===== src/hw/rtl/mse_ram.sv =====
// ----------------------------------------------------------------------------
// mse_ram
// Generic single-write, single-read RAM with a registered read port.
// ----------------------------------------------------------------------------
module mse_ram #(
    parameter int WIDTH = 32,
    parameter int DEPTH = 32
) (
    input  logic                     i_clk,
    input  logic                     i_we,
    input  logic [$clog2(DEPTH)-1:0] i_waddr,
    input  logic [WIDTH-1:0]         i_wdata,
    input  logic                     i_re,
    input  logic [$clog2(DEPTH)-1:0] i_raddr,
    output logic [WIDTH-1:0]         o_rdata
);

    logic [WIDTH-1:0] r_mem [DEPTH];
    logic [WIDTH-1:0] r_rdata;

    always_ff @(posedge i_clk) begin
        if (i_we) begin
            r_mem[i_waddr] <= i_wdata;
        end
    end

    // Read data holds while the read enable is low.
    always_ff @(posedge i_clk) begin
        if (i_re) begin
            r_rdata <= r_mem[i_raddr];
        end
    end

    assign o_rdata = r_rdata;

endmodule


===== config.mk =====
export PLATFORM = sky130hd
export DESIGN_NAME = mse_ram
export DESIGN_NICKNAME = d
export VERILOG_FILES = /design/src/hw/rtl/mse_ram.sv
export SDC_FILE = /design/constraint.sdc
export NUM_CORES = 1
export LEC_CHECK = 0
export BUFFER_PORTS_ARGS = -buffer_cell sky130_fd_sc_hd__buf_2
export CORE_ASPECT_RATIO = 1.25
export CORE_UTILIZATION = 50
export DETAILED_ROUTE_END_ITERATION = 10
export GPL_TIMING_DRIVEN = 0
export PLACE_DENSITY = 0.66
export SKIP_CTS_REPAIR_TIMING = 1
export SYNTH_ARGS = -nofsm -noshare
export SYNTH_HDL_FRONTEND = slang
export SYNTH_SLANG_ARGS = --single-unit

===== constraint.sdc =====
create_clock -name i_clk -period 4.8 [get_ports i_clk]
set_clock_uncertainty 0.05 [all_clocks]
set_input_delay 1.44 -clock i_clk [delete_from_list [all_inputs] [get_ports i_clk]]
set_output_delay 1.44 -clock i_clk [all_outputs]
set_load 0.01 [all_outputs]

# After elaboration in Yosys (flattened, before gate mapping)
# Memories as Yosys holds them, arrays and structs flattened. A register that Yosys moved wholly into a read port is not among the register bits.
# Cells that the tools add are included.
[word_totals] memories=1 word_cells=3 ff_bits=0 output_inout_bits=32 in_bits=45 mem_bits_rw=1024
[mem_list] memory="r_mem" words=32 word_bits=32 read_ports=1 rd_ports_with_merged_regs=1 wr=1 line="18" text="logic [WIDTH-1:0] r_mem [DEPTH];"
[op_classes] mux=2
[op_table] op="1-bit two-way mux" count=2

# Depth between registers and ports, before layout
# Gate-level depths: netlist (run 1).
[depth] depth_word=2 depth_mapped=8 depth_no_buf=5

# Least setup slack after synthesis (run 1)
# No wires, ideal clock.
[synth_path] kind="input -> register" startpoint="input port i_waddr[1]" endpoint="memory r_mem[12][0] (enable)" stages=3 t_required_ns=4.329 setup_time_ns=0.421 n_path_buf=1 arrival_time_ns=3.453 setup_slack_ns=0.876 path_cell_list="or3b_2 > clkbuf_1 > nor2_1"
[synth_lines] element="from (decl)" line="11" text="input logic [$clog2(DEPTH)-1:0] i_waddr,"
[synth_lines] element="to (decl)" line="18"
# Straight into the memory's write port.

# Worst setup path in the final report (run 1)
[layout_path] startpoint="input port i_waddr[1]" endpoint="memory r_mem[0][5] (enable)"
# Straight into the memory's write port.

==> results of run 1 <==
## cell usage in the layout (no fill, tap or decap), types with 4 or more instances in the layout
cell / count
buf_1: 5
a31oi_1: 32
buf_6: 15
clkbuf_1: 63
a22oi_1: 96
buf_4: 33
nor3_1: 32
nand3_1: 98
nand2_1: 98
mux2i_1: 512
a21oi_1: 96
clkinv_1: 22
edfxtp_1: 1056
clkinvlp_4: 4
buf_2: 101
clkbuf_16: 95
a22o_1: 64
nor2_4: 32
buf_16: 7
clkinv_2: 17
bufinv_16: 6
nand3b_1: 5
buf_12: 25
## cell usage after synthesis, drive strengths merged
library cell and number:
nor2b 1, nand3b 5, buf 79, and2b 1, or3b 3, a21oi 96
a22oi 96, or3 1, nand2b 2, a22o 64, nor2 34, a31oi 32
nand3 98, edfxtp 1056, nor3 32, clkbuf 48, and2 1, nand2 98
or2 1, mux2i 512
## power by group
group / internal (W) / switching [W]
Sequential: 0.0103 / 0.0000306
Clock: 0.00393 / 0.00317
Combinational: 0.000322 / 0.000701
Total: 0.0145 / 0.00391
## per-layer routing
layer  up-vias  track usage [%]  share of wire, %
met5         -                0             0.047
met4         6            7.587               2.4
met3       149            2.868               5.6
met2       720            43.37                54
met1     10930            27.99                38
li1       9390                -                 -
## through the flow
step	cell area [um^2]	utilization [%]	worst slack, ps
floorplan	40810	-	875.9
global placement	42510	52.87	-759.6
detailed placement	43440	54.03	858.8
CTS	46280	57.56	1539
global route	46280	57.56	1384
finish	46280	57.56	1499
## how the worst max path moves through the flow
| stage | from | to | cells after the start |
|---|---|---|---|
| 6_report | i_waddr[1] | r_mem[0][5] | 5 |
| 5_1_grt | i_raddr[1] | o_rdata[8] | 8 |
| 4_1_cts | i_waddr[1] | r_mem[0][31] | 5 |
| 3_5_place_dp | i_waddr[1] | r_mem[0][5] | 5 |
| 3_3_place_gp | i_waddr[1] | r_mem[0][10] | 4 |
| 2_1_floorplan | i_waddr[1] | r_mem[12][0] | 3 |
## critical path, cell delays in order
cell and delay (ps):
buf_2 120, or3b_2 460, clkbuf_1 490, nor2_4 810
buf_16 240
## layout make-up
| cell class | count | area, um^2 |
|---|---|---|
| multi-input combinational | 1077 | 8582 |
| buffer | 127 | 753.2 |
| sequential | 1056 | 31710 |
| timing repair buffer | 107 | 1069 |
| fill | 5984 | 34130 |
| clock inverter | 51 | 395.4 |
| clock buffer | 112 | 2441 |
| tap | 1062 | 1329 |
## flip-flops by register name (all words and copies together) (netlist names)
register  count
o_rdata      32
r_mem      1024
## cells by family (layout without fill, tap and decap cells)
kind of cell           after synthesis  count (layout)
AOI/OAI and AO/OA                  288             288
DFF                               1056            1056
muxes                              512             512
and+or+nand+nor                    277             277
buffers and inverters              127             397
==> metrics.csv, run 1 <==
metric;value;unit
fp-row-count;116;
min_period;3301;ps
yosys.area.top_type;edfxtp_1;
synth.avg_cell_area;18.06;um^2
vias_per_cell;5.899;
total_power;0.01845;W
synth_top_family_by_area;multiplexers;
min_path_cells;4;
synth.net_count;2305;
fin_hold_ws;658.6;ps
io_pins;77;
overflow;0;
drc;0;
initial_core_util;50.75;%
critical_path_class;in -> reg;
place_inst;3429;
ff2ff_setup_slack;2970;ps
cts.clk_slew.worst_paths;60;ps
fin_setup_tns;0;ps
ys_seq_area_share;77.71;%
cts-htree-levels;3;
worstReg2RegEnd;o_rdata[13];
synth_cell_types;24;
antenna_left;0;
cts.path.max_buffers;3;
fin_crit_sh;68.77;%
cp.required;5100;ps
drt-pass1-iter-count;6;
drv_cap;0;
worstPathArrival;3600;ps
cts_tree;yes;
drt-initial-drc-count;1921;
drv_slew;0;
insertion_delay;650;ps
core;80410;um^2
grt_usage;23.36;%
synth-simple-area-share;3.075;%
cts_sinks;1056;
synth.top_cells.by_area;edfxtp_1, mux2i_1, a22oi_1;
rsz0062_at_grt;no;
ir_worst_vdd;0.2278;mV
cellPowerDensity;398.6;nW/um^2
antennaDiodeCount;0;
die_x;257.5;um
nNetsFinal;2507;
setup_violations;0;
start_kind;input port;
ys_warn_count;0;
portBuffers;75;
grt_pass1_wl;139700;um
whs_endpoint;o_rdata[25];
vias;21190;
area_delta_synth_final;13.41;%
hold_viol_final;0;
rr_startpoint;r_mem[7][13];
min_from;r_mem[10][25];
cts_inserted_buffers;93;
status;completed;
worstMarginPinSlew;1182;ps
ys_ff_latch;1056;
cts_root_buffer;clkbuf_16;
relSlewSlack;21.18;%
wl;96650;um
synth_top_area_share;77.71;%
synth-compound-area-share;4.808;%
fmax;302.9;MHz
die_h;321.4;um
synthCells;2260;
gp_congestion;0.8439;
die_area;82760;um^2
synthAdderAreaFrac;0;%
cp-end-kind;flip-flop;
grt_max_degree;33;
synth_area;40810;um^2
dp_hpwl;63840;um
worst-path-max-fanout;18;
finalNonFillerCells;3592;
drt-wirelength-per-cell;26.91;um
synth_xor_area_share;0;%
synth.area.mux_share;12.56;%
grt_pass1_vias;21760;
antenna_found_initial;3;
leakage;16.02;nW
drive_above_1_share;13.56;%
r2r_cells;5;
hold_path.class;reg -> reg;
Note: power is estimated with default switching activity, not from simulation.
==> run 2: changes to the inputs <==
Settings changed: PLACE_DENSITY 0.66 to 0.68.
Clock period 4.8 ns to 2.9 ns, I/O delays scaled along.
==> run 2 against run 1 <==
Global-route usage decreased by 0.19 points. Worst hold slack got worse by 2.1 ps. Register-to-register slack got worse by 2000 ps. Die area unchanged. Sequential power increased by 66%.
==> metrics.csv, run 2 (synthesized netlist as in run 1, its figures left out) <==
metric;value;unit;change
die_x;257.5;um;unchanged
drt-initial-drc-count;1875;;-2.4%
regArea;31710;um^2;unchanged
hold_path.class;reg -> reg;;
cts_sinks;1056;;unchanged
grt_pass1_wl;138300;um;-0.99%
antenna_left;0;;unchanged
ir_worst_vdd;0.4513;mV;+98%
rr_startpoint;r_mem[7][11];;
worst-path-max-fanout;10;;-8
drv_cap;0;;unchanged
die_area;82760;um^2;unchanged
final.fill_count;5932;;-0.87%
grt_usage;23.17;%;-0.19 points
layout_commonest_cell;edfxtp_1;;
cts_root_buffer;clkbuf_16;;
ff2ff_setup_slack;940;ps;-2030 ps
gp_congestion;0.8460;;+0.25%
relSlewSlack;27.19;%;+6.0 points
drt-pass1-iter-count;5;;-1
io_pins;77;;unchanged
dp_hpwl;62960;um;-1.4%
slowest_delay;510;ps;-300 ps
vias;21230;;+0.18%
fin_setup_tns;0;ps;unchanged
multi_input_area;8582;um^2;unchanged
critical_path_class;in -> reg;;
path_cells;buf_2 -> nor2_1 -> buf_2 -> clkbuf_1 -> a22o_1 -> nor3_1 -> a31oi_1 -> nand3_1;;
finalNonFillerCells;3596;;+0.11%
nNetsFinal;2506;;-0.040%
min_period;2781;ps;
fin_crit_sh;95.89;%;
cts-htree-levels;3;;unchanged
cts_inserted_buffers;92;;-1.1%
met3_length;5510;um;+1.2%
largest_register_ffs;1024;;unchanged
setup_violations;0;;unchanged
vias_per_cell;5.903;;about the same
cp_slowest_cell;clkbuf_1;;
min_path_cells;4;;unchanged
critPathTopFamily;buffers and inverters;;
leakage;16.08;nW;+0.40%
wl_met2;51660;um;-1.6%
status;completed;;
fmax;359.6;MHz;
path_common_cell;buf_2;;
insertion_delay;660;ps;about the same
overflow;0;;unchanged
drive_above_1_share;13.73;%;+0.18 points
grt_pass1_vias;21580;;-0.83%
wl;96130;um;-0.53%
worstMarginPinSlew;1092;ps;-90.15 ps
place_inst;3429;;unchanged
grt_max_degree;33;;unchanged
path_depth;8;;+3
cellPowerDensity;668.7;nW/um^2;+68%
worstReg2RegEnd;o_rdata[11];;
area_delta_synth_final;13.81;%;
cts_tree;yes;;
initial_core_util;50.75;%;unchanged
antennaDiodeCount;0;;unchanged
rsz0062_at_grt;no;;
start_kind;input port;;
fp-row-count;116;;unchanged
cts.clk_slew.worst_paths;60;ps;about the same
drv_slew;0;;unchanged
top_register;r_mem;;
portBuffers;75;;unchanged
antenna_found_initial;5;;+2
final_cell_mix;edfxtp_1, mux2i_1, buf_2;;
cp.required;3180;ps;-1920 ps
hold_viol_final;0;;unchanged
core;80410;um^2;unchanged
drc;0;;unchanged
whs_endpoint;o_rdata[6];;
drt-wirelength-per-cell;26.73;um;-0.65%
cp-end-kind;flip-flop;;
r2r_cells;5;;unchanged
min_from;r_mem[27][6];;
wl_met1;36480;um;+0.32%
cts.path.max_buffers;3;;unchanged
path_buf_inv;3;;unchanged
worstPathArrival;3060;ps;-540 ps
maxUsedRoutingLayer;met5;;
die_h;321.4;um;unchanged
==> run 2: cell count changes in the layout (fill, tap and decap cells not counted), moves of 2 or more <==
cell,change
clkinv_2,-5
clkbuf_1,-5
clkinv_1,+4
bufinv_16,+6
clkbuf_16,-2
inv_6,+2
clkinv_8,+2
==> run 2: power by group <==
| part | total (W) | internal (W) | switching [W] |
|---|---|---|---|
| registers | 0.0171 | 0.0170 | 0.0000507 |
| clock network | 0.0123 | 0.00695 | 0.00533 |
| logic | 0.00169 | 0.000534 | 0.00116 |
| total | 0.0311 | 0.0245 | 0.00654 |
==> run 2: area by class of cell <==
type	instances	area share (%)
buffer	127	1.622
clock buffer	105	5.108
clock inverter	62	1.361
multi-input combinational	1077	18.48
sequential	1056	68.28
tap	1062	2.861
timing repair buffer	107	2.285
==> run 2: worst min-delay path: stages (launching register included) <==
cell	delay [ps]
edfxtp_1	320
mux2i_1	70
nand2_1	70
nand3_1	60
nand3_1	80
==> run 2: worst max path at each step <==
stage | from | to | slack [ps]
2_1_floorplan | i_waddr[1] | r_mem[12][0] | -450
3_3_place_gp | i_waddr[1] | r_mem[16][10] | -2080
3_5_place_dp | i_waddr[1] | r_mem[4][7] | -420
4_1_cts | i_waddr[1] | r_mem[4][1] | 270
5_1_grt | i_raddr[1] | o_rdata[8] | 100
6_report | i_raddr[1] | o_rdata[11] | 120
==> run 2: per-layer routing <==
| metal | track usage (%) | up-vias |
|---|---|---|
| met5 | 0 | - |
| met4 | 7.482 | 10 |
| met3 | 3.270 | 158 |
| met2 | 42.58 | 697 |
| met1 | 27.88 | 10970 |
| li1 | - | 9392 |
==> run 2: per-stage QoR <==
stage / power, W / cell area [um^2] / hold slack, ps / setup slack (ps) / util [%]
detailed placement: 0.01910 / 43440 / 636.3 / -420.7 / 54.02
global placement: 0.01901 / 42530 / 636.6 / -2078 / 52.89
CTS: 0.03115 / 46440 / 652.5 / 272.0 / 57.76
floorplan: 0.01831 / 40820 / 579.3 / -454.1 / -
finish: 0.03105 / 46440 / 656.4 / 119.2 / 57.76
global route: 0.03182 / 46440 / 684.4 / 104.1 / 57.76
==> run 3: changes to the inputs <==
Settings changed: CTS_BUF_LIST set to sky130_fd_sc_hd__clkbuf_2 sky130_fd_sc_hd__clkbuf_4 sky130_fd_sc_hd__clkbuf_8, HOLD_SLACK_MARGIN set to 0.06.
Clock period 2.9 ns to 2.2 ns, I/O delays scaled along.
==> run 3 against run 2 <==
Via count is 1.7% higher. Highest routed layer unchanged. Sequential share of layout area is 0.41 points higher. Wire length increased by 1.7%. Global-route usage grew 0.39 points. Combinational power increased by 33%. The run now ends with setup timing left. Clock-buffer cell count up 99. Sequential power grew 32%. Sequential cell count is the same.
==> metrics.csv, run 3 (synthesized netlist as in run 1, its figures left out) <==
metric;value;unit;change
status;complete, but fails checks;;
violations;setup timing;;
largest_register_ffs;1024;;unchanged
fin_setup_tns;-32810;ps;-32810 ps
cp.required;2550;ps;-630 ps
core;80410;um^2;unchanged
dp_hpwl;61800;um;-1.9%
path_depth;3;;-5
cts_tree;yes;;
critPathTopFamily;simple AND/OR/NAND/NOR gates;;
area_delta_synth_final;13.12;%;
relSlewSlack;13.24;%;-14 points
finalNonFillerCells;3694;;+2.7%
gp_congestion;0.8298;;-1.9%
die_area;82760;um^2;unchanged
drive_above_1_share;17.23;%;+3.5 points
overflow;0;;unchanged
grt_pass1_wl;140400;um;+1.5%
top_register;r_mem;;
hold_path.class;in -> reg;;
vias;21590;;+1.7%
drt-initial-drc-count;1987;;+6.0%
grt_max_degree;33;;unchanged
cellPowerDensity;851.8;nW/um^2;+27%
cts.path.max_buffers;3;;unchanged
final_cell_mix;edfxtp_1, mux2i_1, clkbuf_8;;
cts.clk_slew.worst_paths;80;ps;+20 ps
layout_commonest_cell;edfxtp_1;;
antenna_found_initial;7;;+2
setup_violations;130;;+130
antenna_left;0;;unchanged
drv_cap;0;;unchanged
r2r_cells;5;;unchanged
min_path_cells;1;;-3
fp-row-count;116;;unchanged
grt_pass1_vias;22020;;+2.0%
total_power;0.03932;W;+27%
fmax;401.4;MHz;
critical_path_class;in -> reg;;
drt-wirelength-per-cell;26.47;um;-0.98%
setup_slack;-291.1;ps;-410.2 ps
die_x;257.5;um;unchanged
cp_slowest_cell;nor2_4;;
cts-htree-levels;4;;+1
cts_inserted_buffers;150;;+63%
drt-pass1-iter-count;6;;+1
place_inst;3414;;-0.44%
drc;0;;unchanged
min_period;2491;ps;
drv_slew;0;;unchanged
rsz0062_at_grt;yes;;
path_cells;buf_8 -> nand3b_1 -> nor2_4;;
path_buf_inv;1;;-2
hold_viol_final;0;;unchanged
nNetsFinal;2562;;+2.2%
leakage;16.12;nW;+0.23%
cts_sinks;1056;;unchanged
place_ws;-1159;ps;-738.3 ps
ir_worst_vdd;0.4292;mV;-4.9%
worstMarginPinSlew;1298;ps;+206.1 ps
worst-path-max-fanout;32;;+22
wl;97780;um;+1.7%
cts_root_buffer;clkbuf_8;;
vias_per_cell;5.845;;-0.98%
insertion_delay;800;ps;+140 ps
initial_core_util;50.75;%;unchanged
io_pins;77;;unchanged
slowest_delay;1270;ps;+760 ps
portBuffers;75;;unchanged
grt_usage;23.57;%;+0.39 points
die_h;321.4;um;unchanged
start_kind;input port;;
fin_crit_sh;113.2;%;
cp-end-kind;flip-flop;;
worstPathArrival;2840;ps;-220 ps
==> run 3: final timing paths <==
check,start,end,slack [ps]
max,i_waddr[1],r_mem[17][16],-290
min,i_wdata[0],r_mem[23][0],340
max reg2reg,r_mem[1][6],o_rdata[6],330
min reg2reg,r_mem[26][14],o_rdata[14],660
==> run 3: per-layer routing <==
| metal | wire, um | track usage, % | part of all wire (%) | vias to the layer above |
|---|---|---|---|---|
| met3 | 5732 | 3.830 | 5.9 | 187 |
| met5 | 50 | 0 | 0.051 | - |
| li1 | - | - | - | 9537 |
| met4 | 3218 | 9.573 | 3.3 | 8 |
| met1 | 36680 | 27.76 | 38 | 11070 |
| met2 | 52100 | 42.68 | 53 | 793 |
==> run 3: area by class of cell <==
type	count	area (um^2)
Clock buffer	204	2539
Timing Repair Buffer	104	885.9
Tap cell	1062	1329
Antenna cell	3	7.507
Clock inverter	60	274.0
Sequential cell	1056	31710
Fill cell	5991	34250
Buffer	127	790.8
Multi-Input combinational cell	1078	8623
==> run 3: through the flow <==
| step | hold slack, ps | utilization (%) | instance area, um^2 |
|---|---|---|---|
| finish | 337.0 | 57.41 | 46160 |
| global route | 325.4 | 57.41 | 46160 |
| CTS | 265.8 | 57.15 | 45950 |
| detailed placement | 631.6 | 53.65 | 43140 |
| global placement | 623.2 | 53.09 | 42690 |
| floorplan | 579.3 | - | 40990 |
==> run 3: where the power goes <==
group          switching (W)  total (W)  leakage [nW]  internal [W]
logic                0.00154    0.00225          5.08      0.000710
clock network        0.00699     0.0145          1.50       0.00755
registers          0.0000703     0.0225          9.54        0.0225
total                0.00860     0.0393          16.1        0.0307
==> run 3: worst reg2reg max path: cells and delay by family, from the launching register on <==
family / cells / cell delay (ps)
AO/OA/AOI/OAI: 2 / 700
flip-flops: 1 / 360
multiplexers: 1 / 160
AND/OR/NAND/NOR: 2 / 290
